[src/sv/cmfuv_pkg.sv]
// Shared types and default sizes for the cube map face and UV unit.
package cmfuv_pkg;

    localparam int CMFUV_COMP_WIDTH = 16;
    localparam int CMFUV_FRAC_BITS  = 16;

    typedef enum logic [2:0] {
        FACE_POS_X = 3'd0,
        FACE_NEG_X = 3'd1,
        FACE_POS_Y = 3'd2,
        FACE_NEG_Y = 3'd3,
        FACE_POS_Z = 3'd4,
        FACE_NEG_Z = 3'd5
    } t_face;

    typedef struct packed {
        t_face face;
        logic  degenerate;
    } t_tag;

endpackage

[src/sv/cmfuv_front.sv]
// Front pipeline: magnitudes, major axis and face select, offset add, integer quotient step.
module cmfuv_front #(
    parameter int COMP_WIDTH = cmfuv_pkg::CMFUV_COMP_WIDTH
) (
    input  logic                         i_clk,
    input  logic                         i_rst_n,
    input  logic                         i_valid,
    output logic                         o_ready,
    input  logic signed [COMP_WIDTH-1:0] i_dir_x,
    input  logic signed [COMP_WIDTH-1:0] i_dir_y,
    input  logic signed [COMP_WIDTH-1:0] i_dir_z,
    output logic                         o_valid,
    input  logic                         i_ready,
    output cmfuv_pkg::t_tag              o_tag,
    output logic [COMP_WIDTH-1:0]        o_major,
    output logic [COMP_WIDTH-1:0]        o_rem_u,
    output logic [COMP_WIDTH-1:0]        o_rem_v,
    output logic [1:0]                   o_quo_u,
    output logic [1:0]                   o_quo_v
);
    import cmfuv_pkg::*;

    localparam int W = COMP_WIDTH;

    // integer part of (n / m) with n <= 2m, and the remainder
    function automatic logic [W+1:0] int_step(input logic [W:0] n, input logic [W-1:0] m);
        logic [W:0] m1;
        logic [W:0] m2;
        logic [W:0] d;
        logic [1:0] q;
        m1 = {1'b0, m};
        m2 = {m, 1'b0};
        if (n >= m2) begin
            d = n - m2;
            q = 2'd2;
        end else if (n >= m1) begin
            d = n - m1;
            q = 2'd1;
        end else begin
            d = n;
            q = 2'd0;
        end
        return {q, d[W-1:0]};
    endfunction

    logic r_v1, r_v2, r_v3, r_v4;
    logic rdy1, rdy2, rdy3, rdy4;

    assign rdy4    = !r_v4 || i_ready;
    assign rdy3    = !r_v3 || rdy4;
    assign rdy2    = !r_v2 || rdy3;
    assign rdy1    = !r_v1 || rdy2;
    assign o_ready = rdy1;
    assign o_valid = r_v4;

    always_ff @(posedge i_clk) begin
        if (!i_rst_n) begin
            r_v1 <= 1'b0;
            r_v2 <= 1'b0;
            r_v3 <= 1'b0;
            r_v4 <= 1'b0;
        end else begin
            if (rdy1) r_v1 <= i_valid;
            if (rdy2) r_v2 <= r_v1;
            if (rdy3) r_v3 <= r_v2;
            if (rdy4) r_v4 <= r_v3;
        end
    end

    // stage 1: magnitudes
    logic signed [W-1:0] r1_x, r1_y, r1_z;
    logic [W-1:0]        r1_ax, r1_ay, r1_az;
    logic [W-1:0]        n1_ax, n1_ay, n1_az;

    always_comb begin
        n1_ax = i_dir_x[W-1] ? ($unsigned(~i_dir_x) + 1'b1) : $unsigned(i_dir_x);
        n1_ay = i_dir_y[W-1] ? ($unsigned(~i_dir_y) + 1'b1) : $unsigned(i_dir_y);
        n1_az = i_dir_z[W-1] ? ($unsigned(~i_dir_z) + 1'b1) : $unsigned(i_dir_z);
    end

    always_ff @(posedge i_clk) begin
        if (rdy1 && i_valid) begin
            r1_x  <= i_dir_x;
            r1_y  <= i_dir_y;
            r1_z  <= i_dir_z;
            r1_ax <= n1_ax;
            r1_ay <= n1_ay;
            r1_az <= n1_az;
        end
    end

    // stage 2: face select; earlier tests win, so -Z is checked first and Z takes ties over Y and X
    logic              xp, yp, zp, xm, ym, zm;
    logic signed [W:0] sx, sy, sz;
    t_face             n2_face;
    logic [W-1:0]      n2_major;
    logic signed [W:0] n2_uc, n2_vc;
    t_face             r2_face;
    logic [W-1:0]      r2_major;
    logic signed [W:0] r2_uc, r2_vc;

    always_comb begin
        xp = !r1_x[W-1] && (r1_x != '0);
        yp = !r1_y[W-1] && (r1_y != '0);
        zp = !r1_z[W-1] && (r1_z != '0);
        xm = (r1_ax >= r1_ay) && (r1_ax >= r1_az);
        ym = (r1_ay >= r1_ax) && (r1_ay >= r1_az);
        zm = (r1_az >= r1_ax) && (r1_az >= r1_ay);
        sx = {r1_x[W-1], r1_x};
        sy = {r1_y[W-1], r1_y};
        sz = {r1_z[W-1], r1_z};
        priority if (!zp && zm) begin
            n2_face = FACE_NEG_Z; n2_major = r1_az; n2_uc = -sx; n2_vc = sy;
        end else if (zp && zm) begin
            n2_face = FACE_POS_Z; n2_major = r1_az; n2_uc = sx;  n2_vc = sy;
        end else if (!yp && ym) begin
            n2_face = FACE_NEG_Y; n2_major = r1_ay; n2_uc = sx;  n2_vc = sz;
        end else if (yp && ym) begin
            n2_face = FACE_POS_Y; n2_major = r1_ay; n2_uc = sx;  n2_vc = -sz;
        end else if (!xp) begin
            n2_face = FACE_NEG_X; n2_major = r1_ax; n2_uc = sz;  n2_vc = sy;
        end else begin
            n2_face = FACE_POS_X; n2_major = r1_ax; n2_uc = -sz; n2_vc = sy;
        end
    end

    always_ff @(posedge i_clk) begin
        if (rdy2 && r_v1) begin
            r2_face  <= n2_face;
            r2_major <= n2_major;
            r2_uc    <= n2_uc;
            r2_vc    <= n2_vc;
        end
    end

    // stage 3: shift the in-face components into 0..2*major
    logic [W+1:0] sum_u, sum_v;
    t_tag         r3_tag;
    logic [W-1:0] r3_major;
    logic [W:0]   r3_nu, r3_nv;

    assign sum_u = {r2_uc[W], r2_uc} + {2'b00, r2_major};
    assign sum_v = {r2_vc[W], r2_vc} + {2'b00, r2_major};

    always_ff @(posedge i_clk) begin
        if (rdy3 && r_v2) begin
            r3_tag.face       <= r2_face;
            r3_tag.degenerate <= (r2_major == '0);
            r3_major          <= r2_major;
            r3_nu             <= sum_u[W:0];
            r3_nv             <= sum_v[W:0];
        end
    end

    // stage 4: integer quotient bits
    logic [W+1:0] step_u, step_v;

    assign step_u = int_step(r3_nu, r3_major);
    assign step_v = int_step(r3_nv, r3_major);

    always_ff @(posedge i_clk) begin
        if (rdy4 && r_v3) begin
            o_tag   <= r3_tag;
            o_major <= r3_major;
            o_quo_u <= step_u[W+1:W];
            o_quo_v <= step_v[W+1:W];
            o_rem_u <= step_u[W-1:0];
            o_rem_v <= step_v[W-1:0];
        end
    end

endmodule

[src/sv/cmfuv_div_step.sv]
// One restoring-division stage: one fraction bit for each of the two coordinates.
module cmfuv_div_step #(
    parameter int COMP_WIDTH = cmfuv_pkg::CMFUV_COMP_WIDTH,
    parameter int FRAC_BITS  = cmfuv_pkg::CMFUV_FRAC_BITS
) (
    input  logic                  i_clk,
    input  logic                  i_rst_n,
    input  logic                  i_valid,
    output logic                  o_ready,
    input  cmfuv_pkg::t_tag       i_tag,
    input  logic [COMP_WIDTH-1:0] i_major,
    input  logic [COMP_WIDTH-1:0] i_rem_u,
    input  logic [COMP_WIDTH-1:0] i_rem_v,
    input  logic [FRAC_BITS:0]    i_quo_u,
    input  logic [FRAC_BITS:0]    i_quo_v,
    output logic                  o_valid,
    input  logic                  i_ready,
    output cmfuv_pkg::t_tag       o_tag,
    output logic [COMP_WIDTH-1:0] o_major,
    output logic [COMP_WIDTH-1:0] o_rem_u,
    output logic [COMP_WIDTH-1:0] o_rem_v,
    output logic [FRAC_BITS:0]    o_quo_u,
    output logic [FRAC_BITS:0]    o_quo_v
);
    import cmfuv_pkg::*;

    localparam int W = COMP_WIDTH;

    logic         r_valid;
    logic [W-1:0] sh_u, sh_v;
    logic         bit_u, bit_v;

    assign o_ready = !r_valid || i_ready;
    assign o_valid = r_valid;

    // remainder stays below major, so doubling fits in W bits
    assign sh_u  = {i_rem_u[W-2:0], 1'b0};
    assign sh_v  = {i_rem_v[W-2:0], 1'b0};
    assign bit_u = (sh_u >= i_major);
    assign bit_v = (sh_v >= i_major);

    always_ff @(posedge i_clk) begin
        if (!i_rst_n) begin
            r_valid <= 1'b0;
        end else if (o_ready) begin
            r_valid <= i_valid;
        end
    end

    always_ff @(posedge i_clk) begin
        if (o_ready && i_valid) begin
            o_tag   <= i_tag;
            o_major <= i_major;
            o_rem_u <= bit_u ? (sh_u - i_major) : sh_u;
            o_rem_v <= bit_v ? (sh_v - i_major) : sh_v;
            o_quo_u <= {i_quo_u[FRAC_BITS-1:0], bit_u};
            o_quo_v <= {i_quo_v[FRAC_BITS-1:0], bit_v};
        end
    end

endmodule

[src/sv/cube_map_face_uv_unit.sv]
// Top level: cube map face selection and face UV coordinates, fully pipelined.
//
//  Channel  | Direction | Handshake               | Payload
//  ---------+-----------+-------------------------+----------------------------------------
//  s (in)   | input     | i_s_tvalid / o_s_tready | i_s_tdata: dir_x, dir_y, dir_z
//  m (out)  | output    | o_m_tvalid / i_m_tready | o_m_tdata: face, coord_u, coord_v;
//           |           |                         | o_m_tuser: degenerate
//
// One transfer is accepted every cycle while the output is not stalled. The pipeline
// is four front stages (magnitudes, face select, offset add, integer quotient),
// FRAC_BITS - 2 division stages, and the output stage, which forms the last fraction
// bit. Reset is synchronous and clears only the stage valid bits.
// Each stage holds its item while the next one is full and stalled; empty stages
// keep filling, so the pipeline takes input until every stage holds an item.
module cube_map_face_uv_unit #(
    parameter int COMP_WIDTH = cmfuv_pkg::CMFUV_COMP_WIDTH,
    parameter int FRAC_BITS  = cmfuv_pkg::CMFUV_FRAC_BITS
) (
    input  logic i_clk,
    input  logic i_rst_n,
    input  logic i_s_tvalid,
    output logic o_s_tready,
    // dir_x, dir_y, dir_z, each COMP_WIDTH bits signed, zero pad to bytes on top
    input  logic [((3 * COMP_WIDTH + 7) / 8) * 8 - 1:0] i_s_tdata,
    output logic o_m_tvalid,
    input  logic i_m_tready,
    // face (3), coord_u (FRAC_BITS+1), coord_v (FRAC_BITS+1), zero pad to bytes on top
    output logic [((3 + 2 * (FRAC_BITS + 1) + 7) / 8) * 8 - 1:0] o_m_tdata,
    // degenerate
    output logic o_m_tuser
);
    import cmfuv_pkg::*;

    localparam int W      = COMP_WIDTH;
    localparam int STEPS  = FRAC_BITS - 2;
    localparam int OUT_W  = ((3 + 2 * (FRAC_BITS + 1) + 7) / 8) * 8;

    // stage links: index 0 is the front output, index STEPS feeds the output stage
    logic               w_valid [0:STEPS];
    logic               w_ready [0:STEPS];
    t_tag               w_tag   [0:STEPS];
    logic [W-1:0]       w_major [0:STEPS];
    logic [W-1:0]       w_rem_u [0:STEPS];
    logic [W-1:0]       w_rem_v [0:STEPS];
    logic [FRAC_BITS:0] w_quo_u [0:STEPS];
    logic [FRAC_BITS:0] w_quo_v [0:STEPS];
    logic [1:0]         front_qu, front_qv;

    cmfuv_front #(
        .COMP_WIDTH(COMP_WIDTH)
    ) u_front (
        .i_clk   (i_clk),
        .i_rst_n (i_rst_n),
        .i_valid (i_s_tvalid),
        .o_ready (o_s_tready),
        .i_dir_x (i_s_tdata[W-1:0]),
        .i_dir_y (i_s_tdata[2*W-1:W]),
        .i_dir_z (i_s_tdata[3*W-1:2*W]),
        .o_valid (w_valid[0]),
        .i_ready (w_ready[0]),
        .o_tag   (w_tag[0]),
        .o_major (w_major[0]),
        .o_rem_u (w_rem_u[0]),
        .o_rem_v (w_rem_v[0]),
        .o_quo_u (front_qu),
        .o_quo_v (front_qv)
    );

    // integer part lands in the low bits and shifts up as fraction bits arrive
    assign w_quo_u[0] = {{(FRAC_BITS - 1){1'b0}}, front_qu};
    assign w_quo_v[0] = {{(FRAC_BITS - 1){1'b0}}, front_qv};

    for (genvar g = 0; g < STEPS; g++) begin : g_step
        cmfuv_div_step #(
            .COMP_WIDTH(COMP_WIDTH),
            .FRAC_BITS (FRAC_BITS)
        ) u_step (
            .i_clk   (i_clk),
            .i_rst_n (i_rst_n),
            .i_valid (w_valid[g]),
            .o_ready (w_ready[g]),
            .i_tag   (w_tag[g]),
            .i_major (w_major[g]),
            .i_rem_u (w_rem_u[g]),
            .i_rem_v (w_rem_v[g]),
            .i_quo_u (w_quo_u[g]),
            .i_quo_v (w_quo_v[g]),
            .o_valid (w_valid[g+1]),
            .i_ready (w_ready[g+1]),
            .o_tag   (w_tag[g+1]),
            .o_major (w_major[g+1]),
            .o_rem_u (w_rem_u[g+1]),
            .o_rem_v (w_rem_v[g+1]),
            .o_quo_u (w_quo_u[g+1]),
            .o_quo_v (w_quo_v[g+1])
        );
    end

    // output stage: last fraction bit, zero the coordinates of a degenerate vector
    logic               r_out_valid;
    t_face              r_face;
    logic               r_degen;
    logic [FRAC_BITS:0] r_u, r_v;
    logic [W-1:0]       sh_u, sh_v;
    logic               bit_u, bit_v;
    logic [FRAC_BITS:0] n_u, n_v;

    assign w_ready[STEPS] = !r_out_valid || i_m_tready;

    always_comb begin
        sh_u  = {w_rem_u[STEPS][W-2:0], 1'b0};
        sh_v  = {w_rem_v[STEPS][W-2:0], 1'b0};
        bit_u = (sh_u >= w_major[STEPS]);
        bit_v = (sh_v >= w_major[STEPS]);
        n_u   = {w_quo_u[STEPS][FRAC_BITS-1:0], bit_u};
        n_v   = {w_quo_v[STEPS][FRAC_BITS-1:0], bit_v};
        if (w_tag[STEPS].degenerate) begin
            n_u = '0;
            n_v = '0;
        end
    end

    always_ff @(posedge i_clk) begin
        if (!i_rst_n) begin
            r_out_valid <= 1'b0;
        end else if (w_ready[STEPS]) begin
            r_out_valid <= w_valid[STEPS];
        end
    end

    always_ff @(posedge i_clk) begin
        if (w_ready[STEPS] && w_valid[STEPS]) begin
            r_face  <= w_tag[STEPS].face;
            r_degen <= w_tag[STEPS].degenerate;
            r_u     <= n_u;
            r_v     <= n_v;
        end
    end

    assign o_m_tvalid = r_out_valid;
    assign o_m_tdata  = OUT_W'({r_v, r_u, r_face});
    assign o_m_tuser  = r_degen;

endmodule
[config.mk]
export PLATFORM = sky130hd
export DESIGN_NAME = cube_map_face_uv_unit
export DESIGN_NICKNAME = d
export VERILOG_FILES = /design/src/sv/cmfuv_pkg.sv /design/src/sv/cmfuv_front.sv /design/src/sv/cmfuv_div_step.sv /design/src/sv/cube_map_face_uv_unit.sv
export SDC_FILE = /design/constraint.sdc
export NUM_CORES = 2
export LEC_CHECK = 0
export ABC_AREA = 0
export CAP_MARGIN = 10
export CORE_MARGIN = 2
export CORE_UTILIZATION = 30
export CTS_BUF_LIST = sky130_fd_sc_hd__clkbuf_16
export CTS_CLUSTER_DIAMETER = 40
export CTS_CLUSTER_SIZE = 16
export DETAILED_ROUTE_END_ITERATION = 12
export DONT_BUFFER_PORTS = 1
export PLACE_DENSITY = 0.49
export RECOVER_POWER = 100
export SYNTH_ARGS = -nofsm -noshare
export SYNTH_HDL_FRONTEND = slang
export SYNTH_SLANG_ARGS = --single-unit
[constraint.sdc]
create_clock -name i_clk -period 12.4 [get_ports i_clk]
set_input_delay 1.86 -clock i_clk [delete_from_list [all_inputs] [get_ports i_clk]]
set_output_delay 1.86 -clock i_clk [all_outputs]
set_load 0.005 [all_outputs]
==> metrics.md <==
| Metric | Value |
|---|---|
| Status | complete, but fails checks |
| Failing checks | capacitance limit, slew limit |
| Post-CTS setup buffer count | 0 |
| Rel. slew slack | -1.640 |
| Routed wl met2 | 83620 um |
| Mean routed wirelength per cell | 19.44 um |
| Vias in the first global route | 45740 |
| FFs w/ async S/R, synth | 0 |
| CP Launch Type | input pin |
| Min cycle time layout | 6.910 ns |
| Class of the worst hold path | reg -> reg |
| Syn_area_per_cell | 12.44 sq um |
| Share of cells above drive strength 1 | 0.1091 |
| Synth cell types | 82 |
| EDFF count, synth | 1258 |
| Placed inst area | 76640 sq um |
| Io pins | 95 |
| Fin. Hold Viols | 0 |
| Port-buffer cells | 0 |
| TritonRoute pass-1 iters | 7 |
| CTS tree | built |
| Clock skew | 0.08270 ns |
| CP max FO | 56 |
| Static leakage power | 0.03213 uW |
| Top cells by area, synth | edfxtp_1 (52%), ha_1 (11%), mux2_2 (4.7%) |
| GRT Residual Overflow | 0 |
| CTS H-tree lvls | 4 |
| CP Class | in -> reg |
| Met1 wire length | 84460 um |
| CP Capture Type | register |
| Top sig layer | met5 |
| Die footprint | 246000 sq um |
| Finish-stage setup viols | 0 |
| Mapped Area | 72600 sq um |
| Die X-Extent | 495.9 um |
| Total CTS buffers | 221 |
| Clk root buf | clkbuf_16 |
| Synth cell count leaders | edfxtp_1 (1258), ha_1 (629), inv_1 (475) |
| Yosys top cell by area | edfxtp_1 |
| Post-CTS Hold Buffers | 0 |
| Ys flop type | edfxtp_1 |
| Dpl hpwl | 141600 um |
| Pwr Density | 136.3 nW/um^2 |
| Power, Total | 11400 uW |
| Largest net degree at the start of global routing | 73 |
| Synth warn | 0 |
| Final core utilization | 0.3479 |
| Mapped Cells | 5838 |
| WP data arrival | 7.29 ns |
| Final worst-path cycle share | 0.5573 |
| Area grow syn2layout | 15.24% |
| Placed cells | 8997 |
| Fmax | 144.7 MHz |
| Antenna violations before repair | 13 |
| Clock slew at reported path FFs | 0.05 ns |
| DR iter-0 viols | 3495 |
| Finished Cell Area | 83670 sq um |
| Initial Util | 0.3018 |
| CTS sink cnt | 1277 |
| WL met3 | 9898 um |
| Vias | 46230 |
| Detailed Route WL | 183100 um |
| Yosys reg bits | 1277 |
| Post-synth top area share | 0.5203 |
| Area of the core | 240500 sq um |
| Setup_tns | 0 ns |
| Clock insertion delay at the later pin of the skew report | 0.86 ns |
| Overall die height | 495.9 um |
| Max Cap Viol | 43 |
| Nets | 6751 |
| RSZ-0062 raised after global routing | no |
| Post-CTS sizing | 0 |
| Most frequent cell after synthesis | edfxtp_1 |
| Gr usage total | 0.1468 |
| Remaining DRCs | 0 |
| Max Slew Vio Count | 1595 |
| Vias/cell | 4.908 |
| Global-route wire length before repair | 277000 um |
| Sequential-to-total area share from yosys stat | 0.5255 |
| Peak VDD IR | 121.0 uV |
| Worst Path Required | 12.78 ns |
| Tightest Pin Transition | 3.959 ns |
| Routability cong. | 0.8685 |
| Final ANT Viol Nets | 0 |
| Clock buffer depth | 3 |
| Non-filler cells, final | 9418 |
| Core Rows | 180 |
critical path, cell delays in order:
cell and delay, ns:
nor3b_1 0.03, clkbuf_1 0.13, nand2_1 0.17, nor3_1 0.12
and2_0 0.20, and3_1 0.24, and3_1 0.26, a21oi_1 0.25
clkbuf_1 1.69, clkbuf_1 2.28
cells by family after synthesis:
kind of cell / share of synthesized area
muxes: 0.07147
AOI/OAI and AO/OA: 0.1144
adders and majority gates: 0.1178
buffers and inverters: 0.03023
xor gates and xnor gates: 0.05682
DFF: 0.5255
other: 0.00005165
and+or+nand+nor: 0.08369
flip-flops by register name, summed over array words and instances, names as in the netlist, 56 cells and up:
signal / count
g_step.u_step.o_tag: 56
g_step.u_step.o_major: 224
g_step.u_step.o_quo_v: 133
g_step.u_step.o_quo_u: 133
g_step.u_step.o_rem_u: 210
g_step.u_step.o_rem_v: 210
cells in the final DEF, fill, tap and decap left out, types with 34 or more instances in the layout:
cell type  instances
a211oi_1          35
a21o_1           156
a21oi_1          328
a31oi_1           65
and3_1            42
clkbuf_1          35
clkbuf_16        222
edfxtp_1        1258
fa_1              34
ha_1             629
inv_1            493
inv_6             35
mux2_1           128
mux2_2           201
mux2_4            37
mux2i_1           83
nand2_1          295
nand2b_1          45
nand3_1           86
nand4_1           90
nor2_1           275
nor2b_1          122
nor3_1           124
o21a_1           104
o21ai_0          172
o21bai_1          39
o31ai_1           48
xnor2_1          327
xor2_1           144
routing by layer:
metal,up-vias,track usage
met5,-,0
met1,22360,0.2016
li1,22430,-
met2,1137,0.2325
met4,4,0.04733
met3,293,0.02828
where the power goes:
| group | switching [uW] | total, uW | internal (uW) | leakage [uW] |
|---|---|---|---|---|
| clock | 2410 | 6050 | 3640 | 0.00374 |
| sequential | 67.9 | 4850 | 4780 | 0.0116 |
| combinational | 288 | 496 | 208 | 0.0168 |
| total | 2770 | 11400 | 8630 | 0.0321 |
path summary, 6_finish.rpt:
check / from / to / slack, ns / cells past startpoint
worst max-delay path: i_m_tready / u_front.r1_y[8] / 5.49 / 10
worst min-delay path: g_step[6].u_step.o_quo_u[3] / g_step[7].u_step.o_quo_u[4] / 0.39 / 0
worst max register to register: g_step[13].u_step.o_valid / u_front.r1_y[8] / 6.01 / 11
worst min register to register: g_step[6].u_step.o_quo_u[3] / g_step[7].u_step.o_quo_u[4] / 0.39 / 0
layout make-up:
| type | count | area (sq um) |
|---|---|---|
| Inverter | 477 | 1790 |
| Clock buffer | 222 | 5555 |
| Tap cell | 3185 | 3985 |
| Sequential cell | 1277 | 38160 |
| Fill cell | 23610 | 156900 |
| Clock inverter | 197 | 2072 |
| Multi-Input combinational cell | 4021 | 31960 |
| Antenna cell | 1 | 2.502 |
| Timing Repair Buffer | 38 | 153.9 |
per-stage QoR:
stage | hold slack [ns] | worst slack, ns
2_1_floorplan | 0.4003 | 3.860
3_3_place_gp | 0.4006 | 6.996
3_5_place_dp | 0.4045 | 7.100
4_1_cts | 0.3886 | 7.089
5_1_grt | 0.4003 | 5.012
6_report | 0.3931 | 5.490
(Power assumes the default switching activity.)
